<file path="config.mk">
export PLATFORM = sky130hd
export DESIGN_NAME = top_bottom_k_tracker_top_flat
export DESIGN_NICKNAME = d
export VERILOG_FILES = /design/src/hdl/tbk_pkg.sv /design/src/hdl/tbk_if.sv /design/src/hdl/tbk_cell.sv /design/src/hdl/top_bottom_k_tracker_top.sv /design/src/flat_wrapper.sv
export SDC_FILE = /design/constraint.sdc
export NUM_CORES = 1
export LEC_CHECK = 0
export ABC_AREA = 1
export ABC_CLOCK_PERIOD_IN_PS = 15710
export BUFFER_PORTS_ARGS = -buffer_cell sky130_fd_sc_hd__buf_4
export CORE_ASPECT_RATIO = 2
export CORE_UTILIZATION = 39
export DETAILED_ROUTE_END_ITERATION = 16
export PLACE_DENSITY = 0.59
export SLEW_MARGIN = 25
export SYNTH_ARGS = -nofsm -noshare
export SYNTH_HDL_FRONTEND = slang
export SYNTH_SLANG_ARGS = --single-unit
</file>
<file path="constraint.sdc">
create_clock -name clk -period 15.71 [get_ports clk]
set_input_delay 3.142 -clock clk [delete_from_list [all_inputs] [get_ports clk]]
set_output_delay 3.142 -clock clk [all_outputs]
set_load 0.05 [all_outputs]
</file>
<file path="src/hdl/tbk_pkg.sv">
package tbk_pkg;

  localparam int TEMP_W     = 12;
  localparam int RANK_OUT_W = 3;

  typedef logic signed [TEMP_W-1:0] temp_t;

  localparam temp_t TEMP_MIN = -12'sd1600;
  localparam temp_t TEMP_MAX = 12'sd1120;

  // Mode codes carried on the input channel.
  localparam logic MODE_ADD    = 1'b0;
  localparam logic MODE_REPORT = 1'b1;

  // List codes carried on the result channel.
  localparam logic LIST_HIGH = 1'b0;
  localparam logic LIST_LOW  = 1'b1;

  // What every cell of the chain does in a given cycle.
  typedef enum logic [1:0] {
    OP_HOLD,
    OP_INSERT,
    OP_ROT_HI,
    OP_ROT_LO
  } cell_op_t;

  typedef struct packed {
    cell_op_t op;
    temp_t    value;
  } cell_ctrl_t;

  // What a cell shows its neighbours: its entries and whether the reading on
  // offer belongs at or before its slot.
  typedef struct packed {
    temp_t hi_val;
    temp_t lo_val;
    logic  hi_hit;
    logic  lo_hit;
  } cell_link_t;

  localparam cell_link_t LINK_NONE = '{hi_val: '0, lo_val: '0, hi_hit: 1'b0, lo_hit: 1'b0};

endpackage

</file>
<file path="src/hdl/tbk_if.sv">
interface tbk_in_if;
  logic                 valid;
  logic                 ready;
  logic                 mode;
  tbk_pkg::temp_t       temperature;

  modport source (output valid, output mode, output temperature, input ready);
  modport sink (input valid, input mode, input temperature, output ready);
endinterface

interface tbk_out_if;
  logic                                valid;
  logic                                ready;
  tbk_pkg::temp_t                      value;
  logic                                list_sel;
  logic [tbk_pkg::RANK_OUT_W-1:0]      rank;
  logic                                present;
  logic                                last;

  modport source (output valid, output value, output list_sel, output rank, output present,
                  output last, input ready);
  modport sink (input valid, input value, input list_sel, input rank, input present,
                input last, output ready);
endinterface

</file>
<file path="src/hdl/tbk_cell.sv">
module tbk_cell (
  input  logic                clk,
  input  tbk_pkg::cell_ctrl_t ctrl,
  input  logic                beyond,
  input  tbk_pkg::cell_link_t prev_link,
  input  tbk_pkg::cell_link_t next_link,
  output tbk_pkg::cell_link_t link
);
  import tbk_pkg::*;

  temp_t hi_r, hi_nxt;
  temp_t lo_r, lo_nxt;
  logic  hi_hit, lo_hit;

  // A slot past the filled ones always hits and so takes the reading or its left
  // neighbour's entry; a filled slot hits only when the reading is strictly more
  // extreme, so equal values queue behind the kept copy.
  assign hi_hit = beyond || ($signed(ctrl.value) > $signed(hi_r));
  assign lo_hit = beyond || ($signed(ctrl.value) < $signed(lo_r));

  always_comb begin
    hi_nxt = hi_r;
    lo_nxt = lo_r;
    unique case (ctrl.op)
      OP_INSERT: begin
        if (prev_link.hi_hit) begin
          hi_nxt = prev_link.hi_val;
        end else if (hi_hit) begin
          hi_nxt = ctrl.value;
        end
        if (prev_link.lo_hit) begin
          lo_nxt = prev_link.lo_val;
        end else if (lo_hit) begin
          lo_nxt = ctrl.value;
        end
      end
      OP_ROT_HI: hi_nxt = next_link.hi_val;
      OP_ROT_LO: lo_nxt = next_link.lo_val;
      OP_HOLD:   ;
      default:   ;
    endcase
  end

  always_ff @(posedge clk) begin
    hi_r <= hi_nxt;
    lo_r <= lo_nxt;
  end

  assign link.hi_val = hi_r;
  assign link.lo_val = lo_r;
  assign link.hi_hit = hi_hit;
  assign link.lo_hit = lo_hit;

endmodule

</file>
<file path="src/hdl/top_bottom_k_tracker_top.sv">
// Streaming top-K / bottom-K tracker. Each add beat carries one temperature
// reading (signed, 4 fraction bits), which is clamped to -100.0..70.0 degrees
// and dropped into both a descending list of the KEEP highest and an ascending
// list of the KEEP lowest readings seen since reset; equal readings are all
// kept, exactly as a full sort would keep them. The lists live in a row of
// KEEP identical cells, cell i holding rank i of both lists, and an insert is
// a compare-and-shift in which every cell compares the reading with its own
// entries and takes either its left neighbour's entry, the reading, or keeps
// what it has. An add beat leaves the block ready, so the next beat is
// accepted straight away. A report beat produces 2*KEEP result beats: the high
// list from rank 0 downwards, then the low list from rank 0 upwards, the final
// beat marked with last. The report rotates the cell row one place per result
// beat, so cell 0 always presents the current rank, and after KEEP rotations
// each list is back where it started. A report occupies the block from its
// acceptance until its last result beat is loaded, and while a report is being
// read out no input beat is accepted. Slots that no reading has reached yet
// are returned with present low and a value of zero. The entries are not
// cleared by reset; the fill count and the control state are.
module top_bottom_k_tracker_top #(
  parameter int KEEP = 5
) (
  input  logic       clk,
  input  logic       rst_n,
  tbk_in_if.sink     in_beat,
  tbk_out_if.source  out_beat
);
  import tbk_pkg::*;

  localparam int CNT_W  = $clog2(KEEP + 1);
  localparam int RANK_W = (KEEP > 1) ? $clog2(KEEP) : 1;

  typedef enum logic {
    ST_IDLE,
    ST_EMIT
  } state_t;

  state_t            state_r, state_nxt;
  logic              list_r, list_nxt;
  logic [RANK_W-1:0] rank_r, rank_nxt;
  logic [CNT_W-1:0]  count_r, count_nxt;
  logic              out_valid_r, out_valid_nxt;
  temp_t             out_value_r, out_value_nxt;
  logic              out_list_r, out_list_nxt;
  logic [RANK_OUT_W-1:0] out_rank_r, out_rank_nxt;
  logic              out_present_r, out_present_nxt;
  logic              out_last_r, out_last_nxt;

  logic              in_take;
  logic              load;
  logic              rank_end;
  logic              slot_present;
  temp_t             sat_value;
  logic [RANK_W+RANK_OUT_W-1:0] rank_ext;
  cell_ctrl_t        ctrl;
  cell_link_t        links [KEEP];

  // Handshakes. During a readout, a new result is loaded whenever the output
  // register is free or being emptied in the same cycle.
  assign in_beat.ready = (state_r == ST_IDLE);
  assign in_take       = in_beat.valid && in_beat.ready;
  assign load          = (state_r == ST_EMIT) && (!out_valid_r || out_beat.ready);
  assign rank_end      = (rank_r == RANK_W'(KEEP - 1));

  // Clamp the reading to the legal temperature range.
  always_comb begin
    if ($signed(in_beat.temperature) < $signed(TEMP_MIN)) begin
      sat_value = TEMP_MIN;
    end else if ($signed(in_beat.temperature) > $signed(TEMP_MAX)) begin
      sat_value = TEMP_MAX;
    end else begin
      sat_value = in_beat.temperature;
    end
  end

  // Broadcast command to the cell row.
  always_comb begin
    ctrl.value = sat_value;
    ctrl.op    = OP_HOLD;
    if (in_take && (in_beat.mode == MODE_ADD)) begin
      ctrl.op = OP_INSERT;
    end else if (load) begin
      ctrl.op = (list_r == LIST_LOW) ? OP_ROT_LO : OP_ROT_HI;
    end
  end

  // The row of cells. Cell 0 sees no left neighbour; the rightmost cell
  // wraps round to cell 0 so that a rotation is lossless.
  for (genvar i = 0; i < KEEP; i++) begin : g_cell
    cell_link_t prev_l;
    logic       beyond;

    if (i == 0) begin : g_first
      assign prev_l = LINK_NONE;
    end else begin : g_rest
      assign prev_l = links[i-1];
    end

    assign beyond = (CNT_W'(i) >= count_r);

    tbk_cell u_cell (
      .clk       (clk),
      .ctrl      (ctrl),
      .beyond    (beyond),
      .prev_link (prev_l),
      .next_link (links[(i + 1) % KEEP]),
      .link      (links[i])
    );
  end

  assign slot_present = (CNT_W'(rank_r) < count_r);
  assign rank_ext     = (RANK_W + RANK_OUT_W)'(rank_r);

  always_comb begin
    state_nxt       = state_r;
    list_nxt        = list_r;
    rank_nxt        = rank_r;
    count_nxt       = count_r;
    out_valid_nxt   = out_valid_r;
    out_value_nxt   = out_value_r;
    out_list_nxt    = out_list_r;
    out_rank_nxt    = out_rank_r;
    out_present_nxt = out_present_r;
    out_last_nxt    = out_last_r;

    if (out_beat.ready) begin
      out_valid_nxt = 1'b0;
    end

    if (in_take) begin
      if (in_beat.mode == MODE_REPORT) begin
        state_nxt = ST_EMIT;
        list_nxt  = LIST_HIGH;
        rank_nxt  = '0;
      end else if (count_r < CNT_W'(KEEP)) begin
        count_nxt = count_r + 1'b1;
      end
    end

    if (load) begin
      out_valid_nxt   = 1'b1;
      out_list_nxt    = list_r;
      out_rank_nxt    = rank_ext[RANK_OUT_W-1:0];
      out_present_nxt = slot_present;
      out_last_nxt    = (list_r == LIST_LOW) && rank_end;
      if (!slot_present) begin
        out_value_nxt = '0;
      end else if (list_r == LIST_LOW) begin
        out_value_nxt = links[0].lo_val;
      end else begin
        out_value_nxt = links[0].hi_val;
      end

      if (rank_end) begin
        rank_nxt = '0;
        if (list_r == LIST_LOW) begin
          state_nxt = ST_IDLE;
          list_nxt  = LIST_HIGH;
        end else begin
          list_nxt = LIST_LOW;
        end
      end else begin
        rank_nxt = rank_r + 1'b1;
      end
    end
  end

  always_ff @(posedge clk) begin
    if (!rst_n) begin
      state_r     <= ST_IDLE;
      list_r      <= LIST_HIGH;
      rank_r      <= '0;
      count_r     <= '0;
      out_valid_r <= 1'b0;
    end else begin
      state_r       <= state_nxt;
      list_r        <= list_nxt;
      rank_r        <= rank_nxt;
      count_r       <= count_nxt;
      out_valid_r   <= out_valid_nxt;
      out_value_r   <= out_value_nxt;
      out_list_r    <= out_list_nxt;
      out_rank_r    <= out_rank_nxt;
      out_present_r <= out_present_nxt;
      out_last_r    <= out_last_nxt;
    end
  end

  assign out_beat.valid    = out_valid_r;
  assign out_beat.value    = out_value_r;
  assign out_beat.list_sel = out_list_r;
  assign out_beat.rank     = out_rank_r;
  assign out_beat.present  = out_present_r;
  assign out_beat.last     = out_last_r;

  // The fill count saturates at the list length.
  a_count_bound: assert property (@(posedge clk) disable iff (!rst_n)
    count_r <= CNT_W'(KEEP))
    else $error("fill count beyond list length");

  // A report request always starts a readout in the next cycle.
  a_report_starts: assert property (@(posedge clk) disable iff (!rst_n)
    (in_take && (in_beat.mode == MODE_REPORT)) |=> (state_r == ST_EMIT))
    else $error("report accepted but no readout started");

  // Loading the final low-list slot ends the readout.
  a_report_ends: assert property (@(posedge clk) disable iff (!rst_n)
    (load && (list_r == LIST_LOW) && rank_end) |=> (state_r == ST_IDLE))
    else $error("readout did not finish after its final beat");

  // The marked final beat always belongs to the low list.
  a_last_low: assert property (@(posedge clk) disable iff (!rst_n)
    (out_beat.valid && out_beat.last) |-> (out_beat.list_sel == LIST_LOW))
    else $error("final beat is not from the low list");

endmodule

</file>
<file path="src/flat_wrapper.sv">
// flat-port wrapper written by rule: the top's interface ports become plain ports
module top_bottom_k_tracker_top_flat import tbk_pkg::*;
#(
  parameter int KEEP = 5
)
  (clk, rst_n, in_beat_valid, in_beat_mode, in_beat_temperature, in_beat_ready, out_beat_valid, out_beat_value, out_beat_list_sel, out_beat_rank, out_beat_present, out_beat_last, out_beat_ready);
  tbk_in_if in_beat_i ();
  tbk_out_if out_beat_i ();
  input  logic clk;
  input  logic rst_n;
  input wire logic [$bits(in_beat_i.valid)-1:0] in_beat_valid;
  input wire logic [$bits(in_beat_i.mode)-1:0] in_beat_mode;
  input wire logic [$bits(in_beat_i.temperature)-1:0] in_beat_temperature;
  output wire logic [$bits(in_beat_i.ready)-1:0] in_beat_ready;
  output wire logic [$bits(out_beat_i.valid)-1:0] out_beat_valid;
  output wire logic [$bits(out_beat_i.value)-1:0] out_beat_value;
  output wire logic [$bits(out_beat_i.list_sel)-1:0] out_beat_list_sel;
  output wire logic [$bits(out_beat_i.rank)-1:0] out_beat_rank;
  output wire logic [$bits(out_beat_i.present)-1:0] out_beat_present;
  output wire logic [$bits(out_beat_i.last)-1:0] out_beat_last;
  input wire logic [$bits(out_beat_i.ready)-1:0] out_beat_ready;
  assign in_beat_i.valid = in_beat_valid;
  assign in_beat_i.mode = in_beat_mode;
  assign in_beat_i.temperature = in_beat_temperature;
  assign in_beat_ready = in_beat_i.ready;
  assign out_beat_valid = out_beat_i.valid;
  assign out_beat_value = out_beat_i.value;
  assign out_beat_list_sel = out_beat_i.list_sel;
  assign out_beat_rank = out_beat_i.rank;
  assign out_beat_present = out_beat_i.present;
  assign out_beat_last = out_beat_i.last;
  assign out_beat_i.ready = out_beat_ready;
  top_bottom_k_tracker_top #(.KEEP(KEEP)) u_core (.clk(clk), .rst_n(rst_n), .in_beat(in_beat_i), .out_beat(out_beat_i));
endmodule
</file>
Word level (Yosys, flattened, before mapping)
Index checks and enable logic that the tools add are counted.
{"block": "op_classes", "reduce_logical": 34, "addsub": 2, "multipliers": 0, "div_mod_pow": 0, "n_mux": 50, "n_eq_ne": 14, "n_lt_le_gt_ge": 19, "n_bitwise": 2, "shifts": 0}
{"op": "$mux 12", "n": 21}
{"op": "$pmux 12 s2", "n": 10}
{"op": "$gt 12x12->1", "n": 5}
{"op": "$lt 12x12->1", "n": 5}
{"op": "$ne 3x3->1 const B", "n": 8}
{"op": "$reduce_and 2->1", "n": 12}
{"op": "$mux 1", "n": 13}
{"op": "$gt 12x12->1 const B", "n": 1}
{"op": "$lt 12x12->1 const B", "n": 1}
{"op": "$mux 3", "n": 4}
{"op": "$logic_or 1x1->1", "n": 11}
{"op": "$reduce_bool 2->1", "n": 5}
{"op": "$add 3x1->3 const B", "n": 2}
{"op": "$ge 1x3->1 const A", "n": 2}
{"op": "$ge 2x3->1 const A", "n": 2}
{"op": "$eq 2x2->1 const B", "n": 2}
{"op": "$logic_and 1x1->1", "n": 4}
{"op": "$mux 2", "n": 2}
{"op": "$ne 2x2->1 const B", "n": 2}
{"op": "$eq 3x3->1 const B", "n": 1}
{"op": "$ge 3x3->1 const A", "n": 1}
{"op": "$lt 3x3->1", "n": 1}
{"op": "$lt 3x3->1 const B", "n": 1}
{"op": "$reduce_and 3->1", "n": 1}
{"op": "other kinds (3)", "n": 4}
{"block": "word_totals", "elab_cells": 141, "out_inout_bits": 20, "n_memories": 0, "latch_bits": 0, "rom_bits": 0, "ram_bits": 0, "register_bits": 147, "inputBits": 17}

Logic depth before layout (Yosys ltp)
Gate-level depths: netlist of run 1.
{"block": "depth", "word_depth": 8, "mapped_depth": 21, "ltp_nobuf": 21}

Modules after synthesis
A second synthesis of run 1 with hierarchy kept.
{"block": "unflattened", "cells_unflattened": 1484, "area_unflattened_um2": 11250.8}
{"mod": "tbk_cell", "cells_each": 259, "area_each_um2": 1948.1, "instances": 5, "seq_area_each_um2": 720.7}
{"mod": "top_bottom_k_tracker_top", "cells_each": 189, "area_each_um2": 1510.2, "instances": 1, "seq_area_each_um2": 720.7}

Worst setup path after synthesis of run 1
No wires, ideal clock.
{"block": "synth_timing", "kind": "input port to flip-flop", "startpoint": "in in_beat_temperature[2]", "endpoint": "reg u_core.g_cell[4].u_cell.hi_r[0], enable pin", "path_buffers": 1, "arrival_ns": 6.677, "slack_ns": 8.635, "t_required_ns": 15.312, "cell_stages": 19, "setup_time_ns": 0.398, "cell_sequence": "nor2_1 > nand3_1 > nand2_1 > nand2_1 > nand2_2 > inv_2 > nor3_1 > ha_1 > a21oi_1 > o21ai_0 > nand2_1 > o2111ai_1 > nand2_1 > o21ai_0 > nand2_1 > nand2_1 > clkbuf_1 > nor3_1 > o21ai_0"}
{"block": "synth_via", "elab_chain_len": 7, "word_cells_on_any_way": 10, "cone_classes": "order compare: 4; eq/ne: 1; mux: 2; reduce/logical: 3"}
{"item": "start: declaration", "line": "flat_wrapper.sv:13", "source": "input wire logic [$bits(in_beat_i.temperature)-1:0] in_beat_temperature;"}
{"item": "$gt 12x12->1", "line": "top_bottom_k_tracker_top.sv:68", "source": "end else if ($signed(in_beat.temperature) > $signed(TEMP_MAX)) begin"}
{"item": "$mux 12", "line": "top_bottom_k_tracker_top.sv:68"}
{"item": "$mux 12 (*)", "line": "top_bottom_k_tracker_top.sv:66", "source": "if ($signed(in_beat.temperature) < $signed(TEMP_MIN)) begin"}
{"item": "$gt 12x12->1", "line": "tbk_cell.sv:18", "source": "assign hi_hit = beyond || ($signed(ctrl.value) > $signed(hi_r));"}
{"item": "$logic_or 1x1->1", "line": "tbk_cell.sv:18"}
{"item": "$ne 3x3->1 (no line) (*)"}
{"item": "$reduce_and 2->1 (no line) (*)"}
{"item": "end signal: assignment", "line": "tbk_cell.sv:45", "source": "hi_r <= hi_nxt;"}
{"item": "end: declaration", "line": "tbk_cell.sv:11", "source": "temp_t hi_r, hi_nxt;"}
Every way passes the cells marked *; elsewhere a longest branch is shown, timed or not.
A chain may end at the register's enable or synchronous reset.

Final worst setup path of run 1
{"block": "layout_timing", "startpoint": "in in_beat_temperature[10]", "endpoint": "reg u_core.g_cell[1].u_cell.lo_r[1], enable pin"}
{"block": "layout_via", "elab_chain_len": 7, "word_cells_on_any_way": 10, "cone_classes": "order compare: 4; eq/ne: 1; mux: 2; reduce/logical: 3"}
{"item": "$gt 12x12->1", "line": "top_bottom_k_tracker_top.sv:68"}
{"item": "$mux 12", "line": "top_bottom_k_tracker_top.sv:68"}
{"item": "$mux 12 (*)", "line": "top_bottom_k_tracker_top.sv:66"}
{"item": "$lt 12x12->1", "line": "tbk_cell.sv:19", "source": "assign lo_hit = beyond || ($signed(ctrl.value) < $signed(lo_r));"}
{"item": "$logic_or 1x1->1", "line": "tbk_cell.sv:19"}
{"item": "$ne 3x3->1 (no line) (*)"}
{"item": "$reduce_and 2->1 (no line) (*)"}
{"item": "end signal: assignment", "line": "tbk_cell.sv:46", "source": "lo_r <= lo_nxt;"}
{"item": "end: declaration", "line": "tbk_cell.sv:12", "source": "temp_t lo_r, lo_nxt;"}
Marks and branches as above.

==> report_table.html, run 1 <==
<table>
<tr><th>Metric</th><th>Value</th></tr>
<tr><th colspan="2">Floorplanning</th></tr>
<tr><td>Initial Utilization</td><td>40.0%</td></tr>
<tr><td>Core region area</td><td>around 26,000 µm²</td></tr>
<tr><td>Overall die height</td><td>235 µm</td></tr>
<tr><td>Ports</td><td>37</td></tr>
<tr><td>Standard-cell row count</td><td>between 80 and 90</td></tr>
<tr><td>Overall die area</td><td>27,700 µm²</td></tr>
<tr><td>Die X</td><td>118 µm</td></tr>
<tr><th colspan="2">Clocking</th></tr>
<tr><td>Post-CTS resize count</td><td>0</td></tr>
<tr><td>Max H-tree Level</td><td>4</td></tr>
<tr><td>Clock transition at the registers of the reported paths</td><td>about 70 ps</td></tr>
<tr><td>Worst-skew pair later-pin latency</td><td>around 460 ps</td></tr>
<tr><td>Hold-fix buffers at CTS</td><td>0</td></tr>
<tr><td>Total CTS buffers</td><td>17</td></tr>
<tr><td>Deepest clock path buffer count</td><td>2</td></tr>
<tr><td>Master cell of the clock root buffer</td><td>sky130_fd_sc_hd__clkbuf_16</td></tr>
<tr><td>Post-CTS setup buffer count</td><td>0</td></tr>
<tr><td>TritonCTS clock tree</td><td>done</td></tr>
<tr><td>Sinks on Clock Net</td><td>between 100 and 150</td></tr>
<tr><th colspan="2">Yosys</th></tr>
<tr><td>Count of unique library cells instantiated by Yosys</td><td>38</td></tr>
<tr><td>Cell type with the highest aggregate area in the netlist</td><td>sky130_fd_sc_hd__edfxtp_1</td></tr>
<tr><td>Number of storage elements in the synthesis netlist</td><td>147</td></tr>
<tr><td>Post-Synthesis Cell Area</td><td>10,500 µm²</td></tr>
<tr><td>Syn. warnings</td><td>0</td></tr>
<tr><td>Top-area cell type share of the netlist area</td><td>39.3%</td></tr>
<tr><td>Most used flip-flop cell after synthesis</td><td>sky130_fd_sc_hd__edfxtp_1</td></tr>
<tr><td>Net count of the mapped netlist</td><td>1,439</td></tr>
<tr><td>Share of synthesized flip-flops with an asynchronous set or reset</td><td>0%</td></tr>
<tr><td>Cells taking the most area after synthesis</td><td>sky130_fd_sc_hd__edfxtp_1, sky130_fd_sc_hd__ha_1, sky130_fd_sc_hd__nand2_1</td></tr>
<tr><td>Sequential share of the synthesized area</td><td>41.0%</td></tr>
<tr><td>Number of standard cells after synthesis</td><td>~1,300</td></tr>
<tr><td>Post-synth EDFFs</td><td>about 140</td></tr>
<tr><td>Post-Syn Area per Cell</td><td>8.11 µm²</td></tr>
<tr><th colspan="2">Worst setup path</th></tr>
<tr><td>Crit-path max FO</td><td>15</td></tr>
<tr><td>Required time of the worst setup path</td><td>15,690 ps</td></tr>
<tr><td>CP Launch Type</td><td>input pin</td></tr>
<tr><td>Type of destination of the critical path</td><td>register</td></tr>
<tr><td>Signal arrival time at the worst endpoint</td><td>~7600 ps</td></tr>
<tr><td>Type of the setup path with the least slack</td><td>in -&gt; reg</td></tr>
<tr><th colspan="2">Final layout</th></tr>
<tr><td>Final design utilization</td><td>44.2%</td></tr>
<tr><td>Number of inserted diodes</td><td>0</td></tr>
<tr><td>Area growth syn-to-layout</td><td>10.7%</td></tr>
<tr><td>Share of final-layout standard cells stronger than drive strength 1</td><td>8.53%</td></tr>
<tr><td>Post-layout instance count excluding filler cells</td><td>~1,700</td></tr>
<tr><td>Final nets</td><td>1,450</td></tr>
<tr><th colspan="2">Placement</th></tr>
<tr><td>Global placer's final weighted congestion</td><td>0.937</td></tr>
<tr><td>Count of placed standard cells including taps</td><td>between 1,500 and 2,000</td></tr>
<tr><td>Buffers added on ports</td><td>36</td></tr>
<tr><td>Half-perimeter wire length after detailed placement</td><td>28.2 mm</td></tr>
<tr><th colspan="2">Timing</th></tr>
<tr><td>Minimum hold slack</td><td>about 520 ps</td></tr>
<tr><td>Maximum clock frequency</td><td>131 MHz</td></tr>
<tr><td>Final clock period utilization by the worst path</td><td>48.7%</td></tr>
<tr><td>Final Max Tran Viols</td><td>0</td></tr>
<tr><td>Max-Slew Margin vs Limit</td><td>44.4%</td></tr>
<tr><td>Slew at the pin closest to its max-slew limit</td><td>834 ps</td></tr>
<tr><td>Number of hold-slack violations in the final timing report</td><td>0</td></tr>
<tr><td>Number of setup violations in the final report</td><td>0</td></tr>
<tr><td>Fin crit period</td><td>between 7000 and 8000 ps</td></tr>
<tr><td>Worst clock skew on the final layout</td><td>10.1 ps</td></tr>
<tr><td>RSZ-0062 raised after global routing</td><td>no</td></tr>
<tr><td>Total negative slack for setup checks</td><td>0 ps</td></tr>
<tr><th colspan="2">Pwr</th></tr>
<tr><td>Switching pwr</td><td>approximately 460 µW</td></tr>
<tr><td>Share of total power in sequential cells</td><td>40.5%</td></tr>
<tr><td>Clock Power Share</td><td>roughly 33%</td></tr>
<tr><td>Maximum vdd drop</td><td>0.0827 mV</td></tr>
<tr><td>Power density over the cells</td><td>109 nW/µm²</td></tr>
<tr><td>Leak</td><td>5.35 nW</td></tr>
<tr><td>Share of total power in combinational logic</td><td>26.9%</td></tr>
<tr><td>Internal power contribution</td><td>815 µW</td></tr>
<tr><td>Net Sw Frac</td><td>35.9%</td></tr>
<tr><th colspan="2">Route</th></tr>
<tr><td>1st-pass router iterations</td><td>5</td></tr>
<tr><td>Detailed route wirelength on metal3</td><td>around 1.9 mm</td></tr>
<tr><td>DRC marker count from the first detailed-route iteration</td><td>883</td></tr>
<tr><td>Routed length on met1</td><td>12.6 mm</td></tr>
<tr><td>Routed met2 length</td><td>20.0 mm</td></tr>
<tr><td>Antenna Nets Post-Route</td><td>0</td></tr>
<tr><td>DRC violations left</td><td>0</td></tr>
<tr><td>Routed wire length</td><td>38.2 mm</td></tr>
<tr><td>Via/cell ratio</td><td>5.69</td></tr>
<tr><td>Post-detailed-route wirelength per cell</td><td>22.9 µm</td></tr>
<tr><td>Vias</td><td>9,492</td></tr>
<tr><td>Top Metal Used</td><td>met4</td></tr>
<tr><th colspan="2">Min path</th></tr>
<tr><td>Kind of path behind the tightest hold check</td><td>reg -&gt; reg</td></tr>
<tr><th colspan="2">GRT</th></tr>
<tr><td>Number of antenna violations at the first check in global routing</td><td>0</td></tr>
<tr><td>Total congestion overflow</td><td>0</td></tr>
<tr><td>Via count of the first global-routing pass</td><td>9,486</td></tr>
<tr><td>Maximum number of pins on one net before global-route repair</td><td>71</td></tr>
<tr><td>Global-route wire length before repair</td><td>56.7 mm</td></tr>
<tr><td>GR Util All Layers</td><td>28.4%</td></tr>
<tr><th colspan="2">Job</th></tr>
<tr><td>Max_cap viols</td><td>0</td></tr>
<tr><th colspan="2">Status</th></tr>
<tr><td>Result of the run</td><td>finished, final reports clean</td></tr>
</table>
-- critical path, stage by stage --
cell	delay, ps
sky130_fd_sc_hd__buf_4	250
sky130_fd_sc_hd__inv_2	140
sky130_fd_sc_hd__nor2_1	160
sky130_fd_sc_hd__nand2_2	150
sky130_fd_sc_hd__a21oi_1	670
sky130_fd_sc_hd__inv_1	550
sky130_fd_sc_hd__ha_1	460
sky130_fd_sc_hd__nand2_1	80
sky130_fd_sc_hd__o21a_1	180
sky130_fd_sc_hd__o221a_2	230
sky130_fd_sc_hd__nand3_1	480
sky130_fd_sc_hd__nand3_2	360
sky130_fd_sc_hd__nand2_1	180
sky130_fd_sc_hd__nand3_1	580
-- area by class of cell --
class                      instances  area [µm²]
tap                              344         430
inverter                         176         661
clock buffer                      19         475
sequential                       147        4320
timing repair buffer              46         345
fill                            2628       14700
multi-input combinational        923        5330
clock inverter                    13         108
-- per-stage QoR --
stage,setup WS (ps),cell area (µm²),power (mW)
finish,8060,11700,1.27
floorplan,8640,10500,0.736
global placement,7770,11100,0.853
CTS,8210,11700,1.27
detailed placement,7740,11100,0.857
global route,7990,11700,1.33
-- logic make-up after synthesis --
group	share of synthesized area, %
AND/OR/NAND/NOR	21.7
AO/OA/AOI/OAI	14.0
buffers and inverters	8.74
flip-flops	41.0
adder cells (fa/ha/maj)	14.5
-- Yosys cell counts (4+ instances only) --
cell and count:
sky130_fd_sc_hd__o211ai_1 5, sky130_fd_sc_hd__a21oi_1 108, sky130_fd_sc_hd__edfxtp_1 138, sky130_fd_sc_hd__buf_2 9, sky130_fd_sc_hd__ha_1 122, sky130_fd_sc_hd__o221a_2 4
sky130_fd_sc_hd__buf_1 4, sky130_fd_sc_hd__nand2_1 340, sky130_fd_sc_hd__buf_6 5, sky130_fd_sc_hd__inv_2 4, sky130_fd_sc_hd__inv_1 172, sky130_fd_sc_hd__nand3_2 4
sky130_fd_sc_hd__nand2_2 7, sky130_fd_sc_hd__nor2_1 38, sky130_fd_sc_hd__o21a_1 5, sky130_fd_sc_hd__nor3_1 10, sky130_fd_sc_hd__dfxtp_1 9, sky130_fd_sc_hd__o2111ai_1 4
sky130_fd_sc_hd__o21ai_0 121, sky130_fd_sc_hd__clkbuf_1 33, sky130_fd_sc_hd__nand4_1 30, sky130_fd_sc_hd__o22ai_1 14, sky130_fd_sc_hd__nand3_1 94
-- flip-flops by register name, indices dropped and copies added, names as in the netlist, 3 cells and up --
| signal | flops |
|---|---|
| u_core.out_beat.rank | 3 |
| u_core.count_r | 3 |
| u_core.out_beat.value | 12 |
| u_core.g_cell.u_cell.hi_r | 60 |
| u_core.g_cell.u_cell.lo_r | 60 |
| u_core.rank_r | 3 |
-- worst paths after layout --
check	startpoint	to	slack, ps	cells after the start
max	in_beat_temperature[10]	u_core.g_cell[1].u_cell.lo_r[1]	8060	14
max reg2reg	u_core.list_r	u_core.g_cell[0].u_cell.lo_r[0]	12010	6
min	u_core.state_r	u_core.list_r	520	2
min reg2reg	u_core.state_r	u_core.list_r	520	2
-- layout by cell type, fill, tap and decap left out, types with 2 or more instances in the layout --
cell and instances:
sky130_fd_sc_hd__a21oi_1 108, sky130_fd_sc_hd__nand3_1 94, sky130_fd_sc_hd__nand2_4 2, sky130_fd_sc_hd__inv_8 2
sky130_fd_sc_hd__nor3_1 9, sky130_fd_sc_hd__inv_6 5, sky130_fd_sc_hd__dfxtp_1 9, sky130_fd_sc_hd__ha_1 122
sky130_fd_sc_hd__inv_2 4, sky130_fd_sc_hd__nor2_1 35, sky130_fd_sc_hd__edfxtp_1 138, sky130_fd_sc_hd__nand2_2 7
sky130_fd_sc_hd__o211ai_1 5, sky130_fd_sc_hd__nand2_1 340, sky130_fd_sc_hd__a211oi_1 2, sky130_fd_sc_hd__nand4_1 30
sky130_fd_sc_hd__inv_4 3, sky130_fd_sc_hd__o21ai_2 2, sky130_fd_sc_hd__o22ai_1 14, sky130_fd_sc_hd__nor2_2 3
sky130_fd_sc_hd__o221a_2 4, sky130_fd_sc_hd__o21ai_0 119, sky130_fd_sc_hd__buf_4 46, sky130_fd_sc_hd__nand3_2 4
sky130_fd_sc_hd__o21a_1 5, sky130_fd_sc_hd__inv_1 172, sky130_fd_sc_hd__clkinv_4 2, sky130_fd_sc_hd__o2111ai_1 4
sky130_fd_sc_hd__clkbuf_16 19, sky130_fd_sc_hd__nor2_4 4
-- metal layers --
| layer | up-vias | global-route usage [%] |
|---|---|---|
| li1 | 4490 | - |
| met1 | 4403 | 26.3 |
| met2 | 417 | 52.4 |
| met3 | 182 | 5.33 |
| met4 | 0 | 26.2 |
| met5 | - | 0 |
-- power groups by stage --
stage / Sequential (mW) / Combinational (mW) / Clock [mW]
2_1_floorplan: 0.517 / 0.219 / 0
3_3_place_gp: 0.522 / 0.330 / 0
3_5_place_dp: 0.523 / 0.335 / 0
4_1_cts: 0.515 / 0.337 / 0.419
5_1_grt: 0.519 / 0.378 / 0.430
6_report: 0.515 / 0.343 / 0.414
Note: power is estimated with default switching activity, not from simulation.
==> inputs of run 2 (changes only) <==
--- a/config.mk
+++ b/config.mk
@@ -6,12 +6,12 @@
 export NUM_CORES = 1
 export LEC_CHECK = 0
 export ABC_AREA = 1
-export ABC_CLOCK_PERIOD_IN_PS = 15710
+export ABC_CLOCK_PERIOD_IN_PS = 6150
 export BUFFER_PORTS_ARGS = -buffer_cell sky130_fd_sc_hd__buf_4
 export CORE_ASPECT_RATIO = 2
 export CORE_UTILIZATION = 39
 export DETAILED_ROUTE_END_ITERATION = 16
-export PLACE_DENSITY = 0.59
+export PLACE_DENSITY = 0.61
 export SLEW_MARGIN = 25
 export SYNTH_ARGS = -nofsm -noshare
 export SYNTH_HDL_FRONTEND = slang
==> constraint.sdc (replaced) <==
create_clock -name clk -period 6.15 [get_ports clk]
set_input_delay 1.23 -clock clk [delete_from_list [all_inputs] [get_ports clk]]
set_output_delay 1.23 -clock clk [all_outputs]
set_load 0.05 [all_outputs]
==> run 2 against run 1 <==
First-iteration DRC count decreased by 10%. Routed wire length grew 4.5%. Clock skew rose by 0.90 ps. Setup slack got worse by 6500 ps. Clock power grew to 2.8 times the previous value. Power rose to 2.6 times the previous value. Largest power group unchanged. Clock-buffer cell count stayed put. Global-route usage up 1.4 points. Flip-flop and latch count unchanged. Die area is the same. Highest routed layer unchanged. Cell area increased by 1.8%. Critical path depth increased by 5.
==> report_table.html, run 2 (same netlist as run 1, synthesis figures left out) <==
<table>
<tr><th>Metric</th><th>Value</th></tr>
<tr><th colspan="2">GRT</th></tr>
<tr><td>GR Util All Layers</td><td>29.8%</td></tr>
<tr><td>Number of antenna violations at the first check in global routing</td><td>0</td></tr>
<tr><td>Via count of the first global-routing pass</td><td>9,614</td></tr>
<tr><td>Maximum number of pins on one net before global-route repair</td><td>56</td></tr>
<tr><td>Total congestion overflow</td><td>0</td></tr>
<tr><td>Global-route wire length before repair</td><td>58.3 mm</td></tr>
<tr><th colspan="2">Clocking</th></tr>
<tr><td>Deepest clock path buffer count</td><td>2</td></tr>
<tr><td>Clock transition at the registers of the reported paths</td><td>60 ps</td></tr>
<tr><td>TritonCTS clock tree</td><td>done</td></tr>
<tr><td>Sinks on Clock Net</td><td>147</td></tr>
<tr><td>Worst-skew pair later-pin latency</td><td>460 ps</td></tr>
<tr><td>Hold-fix buffers at CTS</td><td>0</td></tr>
<tr><td>Post-CTS resize count</td><td>0</td></tr>
<tr><td>Total CTS buffers</td><td>17</td></tr>
<tr><td>Post-CTS setup buffer count</td><td>0</td></tr>
<tr><td>Max H-tree Level</td><td>4</td></tr>
<tr><td>Master cell of the clock root buffer</td><td>sky130_fd_sc_hd__clkbuf_16</td></tr>
<tr><th colspan="2">Route</th></tr>
<tr><td>Routed wire length</td><td>39.9 mm</td></tr>
<tr><td>Vias</td><td>slightly below 10,000</td></tr>
<tr><td>1st-pass router iterations</td><td>6</td></tr>
<tr><td>Antenna Nets Post-Route</td><td>0</td></tr>
<tr><td>DRC violations left</td><td>0</td></tr>
<tr><td>Post-detailed-route wirelength per cell</td><td>23.6 µm</td></tr>
<tr><td>Via/cell ratio</td><td>5.72</td></tr>
<tr><td>DRC marker count from the first detailed-route iteration</td><td>793</td></tr>
<tr><th colspan="2">Pwr</th></tr>
<tr><td>Switching pwr</td><td>1.13 mW</td></tr>
<tr><td>Maximum vdd drop</td><td>0.192 mV</td></tr>
<tr><td>Clock Power Share</td><td>34.6%</td></tr>
<tr><td>Post-layout total power</td><td>3.37 mW</td></tr>
<tr><td>Internal power contribution</td><td>approximately 2.2 mW</td></tr>
<tr><td>Power density over the cells</td><td>284 nW/µm²</td></tr>
<tr><td>Share of total power in sequential cells</td><td>39.5%</td></tr>
<tr><td>Share of total power in combinational logic</td><td>between 20% and 30%</td></tr>
<tr><td>Net Sw Frac</td><td>33.5%</td></tr>
<tr><td>Leak</td><td>~5.5 nW</td></tr>
<tr><th colspan="2">Timing</th></tr>
<tr><td>Final clock period utilization by the worst path</td><td>between 70% and 80%</td></tr>
<tr><td>Number of setup violations in the final report</td><td>0</td></tr>
<tr><td>Total negative slack for setup checks</td><td>0 ps</td></tr>
<tr><td>Max-Slew Margin vs Limit</td><td>37.9%</td></tr>
<tr><td>Minimum hold slack</td><td>507 ps</td></tr>
<tr><td>Final Max Tran Viols</td><td>0</td></tr>
<tr><td>Number of hold-slack violations in the final timing report</td><td>0</td></tr>
<tr><td>Fin crit period</td><td>4620 ps</td></tr>
<tr><td>RSZ-0062 raised after global routing</td><td>no</td></tr>
<tr><td>Slew at the pin closest to its max-slew limit</td><td>~930 ps</td></tr>
<tr><td>Worst clock skew on the final layout</td><td>11.0 ps</td></tr>
<tr><td>Maximum clock frequency</td><td>217 MHz</td></tr>
<tr><th colspan="2">Final layout</th></tr>
<tr><td>Final design utilization</td><td>a little under half</td></tr>
<tr><td>Number of inserted diodes</td><td>0</td></tr>
<tr><td>Most common cell after layout, fill and taps aside</td><td>sky130_fd_sc_hd__nand2_1</td></tr>
<tr><td>Final nets</td><td>~1,500</td></tr>
<tr><td>Sequential Area</td><td>4320 µm²</td></tr>
<tr><td>FILL cells</td><td>2,607</td></tr>
<tr><td>Highest-count cells in the layout ignoring fill and taps</td><td>sky130_fd_sc_hd__nand2_1, sky130_fd_sc_hd__inv_1, sky130_fd_sc_hd__edfxtp_1</td></tr>
<tr><td>Footprint of the multi-input gates</td><td>approximately 5300 µm²</td></tr>
<tr><td>Share of final-layout standard cells stronger than drive strength 1</td><td>under 10%</td></tr>
<tr><td>Post-layout instance count excluding filler cells</td><td>1,689</td></tr>
<tr><td>Area growth syn-to-layout</td><td>12.7%</td></tr>
<tr><th colspan="2">Worst setup path</th></tr>
<tr><td>Signal arrival time at the worst endpoint</td><td>4710 ps</td></tr>
<tr><td>CP Launch Type</td><td>input pin</td></tr>
<tr><td>Required time of the worst setup path</td><td>6240 ps</td></tr>
<tr><td>Type of the setup path with the least slack</td><td>in -&gt; reg</td></tr>
<tr><td>Type of destination of the critical path</td><td>register</td></tr>
<tr><td>Crit-path max FO</td><td>15</td></tr>
<tr><th colspan="2">Floorplanning</th></tr>
<tr><td>Core region area</td><td>26,400 µm²</td></tr>
<tr><td>Overall die height</td><td>~230 µm</td></tr>
<tr><td>Die X</td><td>118 µm</td></tr>
<tr><td>Ports</td><td>37</td></tr>
<tr><td>Standard-cell row count</td><td>84</td></tr>
<tr><td>Overall die area</td><td>27,700 µm²</td></tr>
<tr><td>Initial Utilization</td><td>40.0%</td></tr>
<tr><th colspan="2">Placement</th></tr>
<tr><td>Global placer's final weighted congestion</td><td>about 1.0</td></tr>
<tr><td>Count of placed standard cells including taps</td><td>1,657</td></tr>
<tr><td>Half-perimeter wire length after detailed placement</td><td>between 30 and 40 mm</td></tr>
<tr><td>Buffers added on ports</td><td>36</td></tr>
<tr><th colspan="2">Job</th></tr>
<tr><td>Max_cap viols</td><td>0</td></tr>
<tr><th colspan="2">Min path</th></tr>
<tr><td>Kind of path behind the tightest hold check</td><td>reg -&gt; reg</td></tr>
<tr><th colspan="2">Status</th></tr>
<tr><td>Result of the run</td><td>finished, final reports clean</td></tr>
</table>
==> run 2: final timing paths <==
kind	start	endpoint	slack (ps)	depth (start not counted)
max	in_beat_temperature[10]	u_core.g_cell[1].u_cell.hi_r[11]	1530	19
min	u_core.state_r	u_core.list_r	510	2
min reg2reg	u_core.state_r	u_core.list_r	510	2
max reg2reg	u_core.list_r	u_core.g_cell[2].u_cell.lo_r[8]	2670	5
==> run 2: metrics by stage <==
stage / worst slack [ps] / area [µm²]
floorplan: 987 / 10500
global placement: 1210 / 11200
detailed placement: 1120 / 11200
CTS: 1580 / 11900
global route: 1290 / 11900
finish: 1530 / 11900
==> run 2: power by group through the flow <==
stage | combinational [mW] | clock (mW) | sequential (mW)
after floorplan | 0.559 | 0 | 1.32
after detailed placement | 0.854 | 0 | 1.35
final | 0.875 | 1.17 | 1.33
after global routing | 0.974 | 1.20 | 1.34
after global placement | 0.840 | 0 | 1.35
after CTS | 0.860 | 1.17 | 1.33
==> run 2: cell type report <==
class	count	area share (%)
multi-input cells	923	44.8
flip-flops and latches	147	36.4
inverters	176	5.56
repair buffers	67	4.24
clock buffers	19	3.65
well taps	344	3.62
clock inverters	13	1.73
==> run 2: metal layers <==
layer  up-vias  track usage (%)  wire (µm)
met5         -                0          0
met4         0             28.5       4260
met3       203             5.35       2240
met2       481             56.0      21200
met1      4471             26.4      12300
li1       4510                -          -
==> run 2: critical path, stage by stage <==
cell,delay (ps)
sky130_fd_sc_hd__buf_4,200
sky130_fd_sc_hd__inv_2,200
sky130_fd_sc_hd__nand3_2,120
sky130_fd_sc_hd__nor2_4,190
sky130_fd_sc_hd__inv_1,120
sky130_fd_sc_hd__nand3_1,150
sky130_fd_sc_hd__inv_1,280
sky130_fd_sc_hd__buf_4,270
sky130_fd_sc_hd__ha_1,300
sky130_fd_sc_hd__a21oi_1,70
sky130_fd_sc_hd__o21ai_0,310
sky130_fd_sc_hd__nand3_1,140
sky130_fd_sc_hd__o2111ai_1,110
sky130_fd_sc_hd__nand2_1,70
sky130_fd_sc_hd__o21ai_0,110
sky130_fd_sc_hd__nand2_1,90
sky130_fd_sc_hd__nand2_1,90
sky130_fd_sc_hd__nand2_1,90
sky130_fd_sc_hd__nand3_1,550
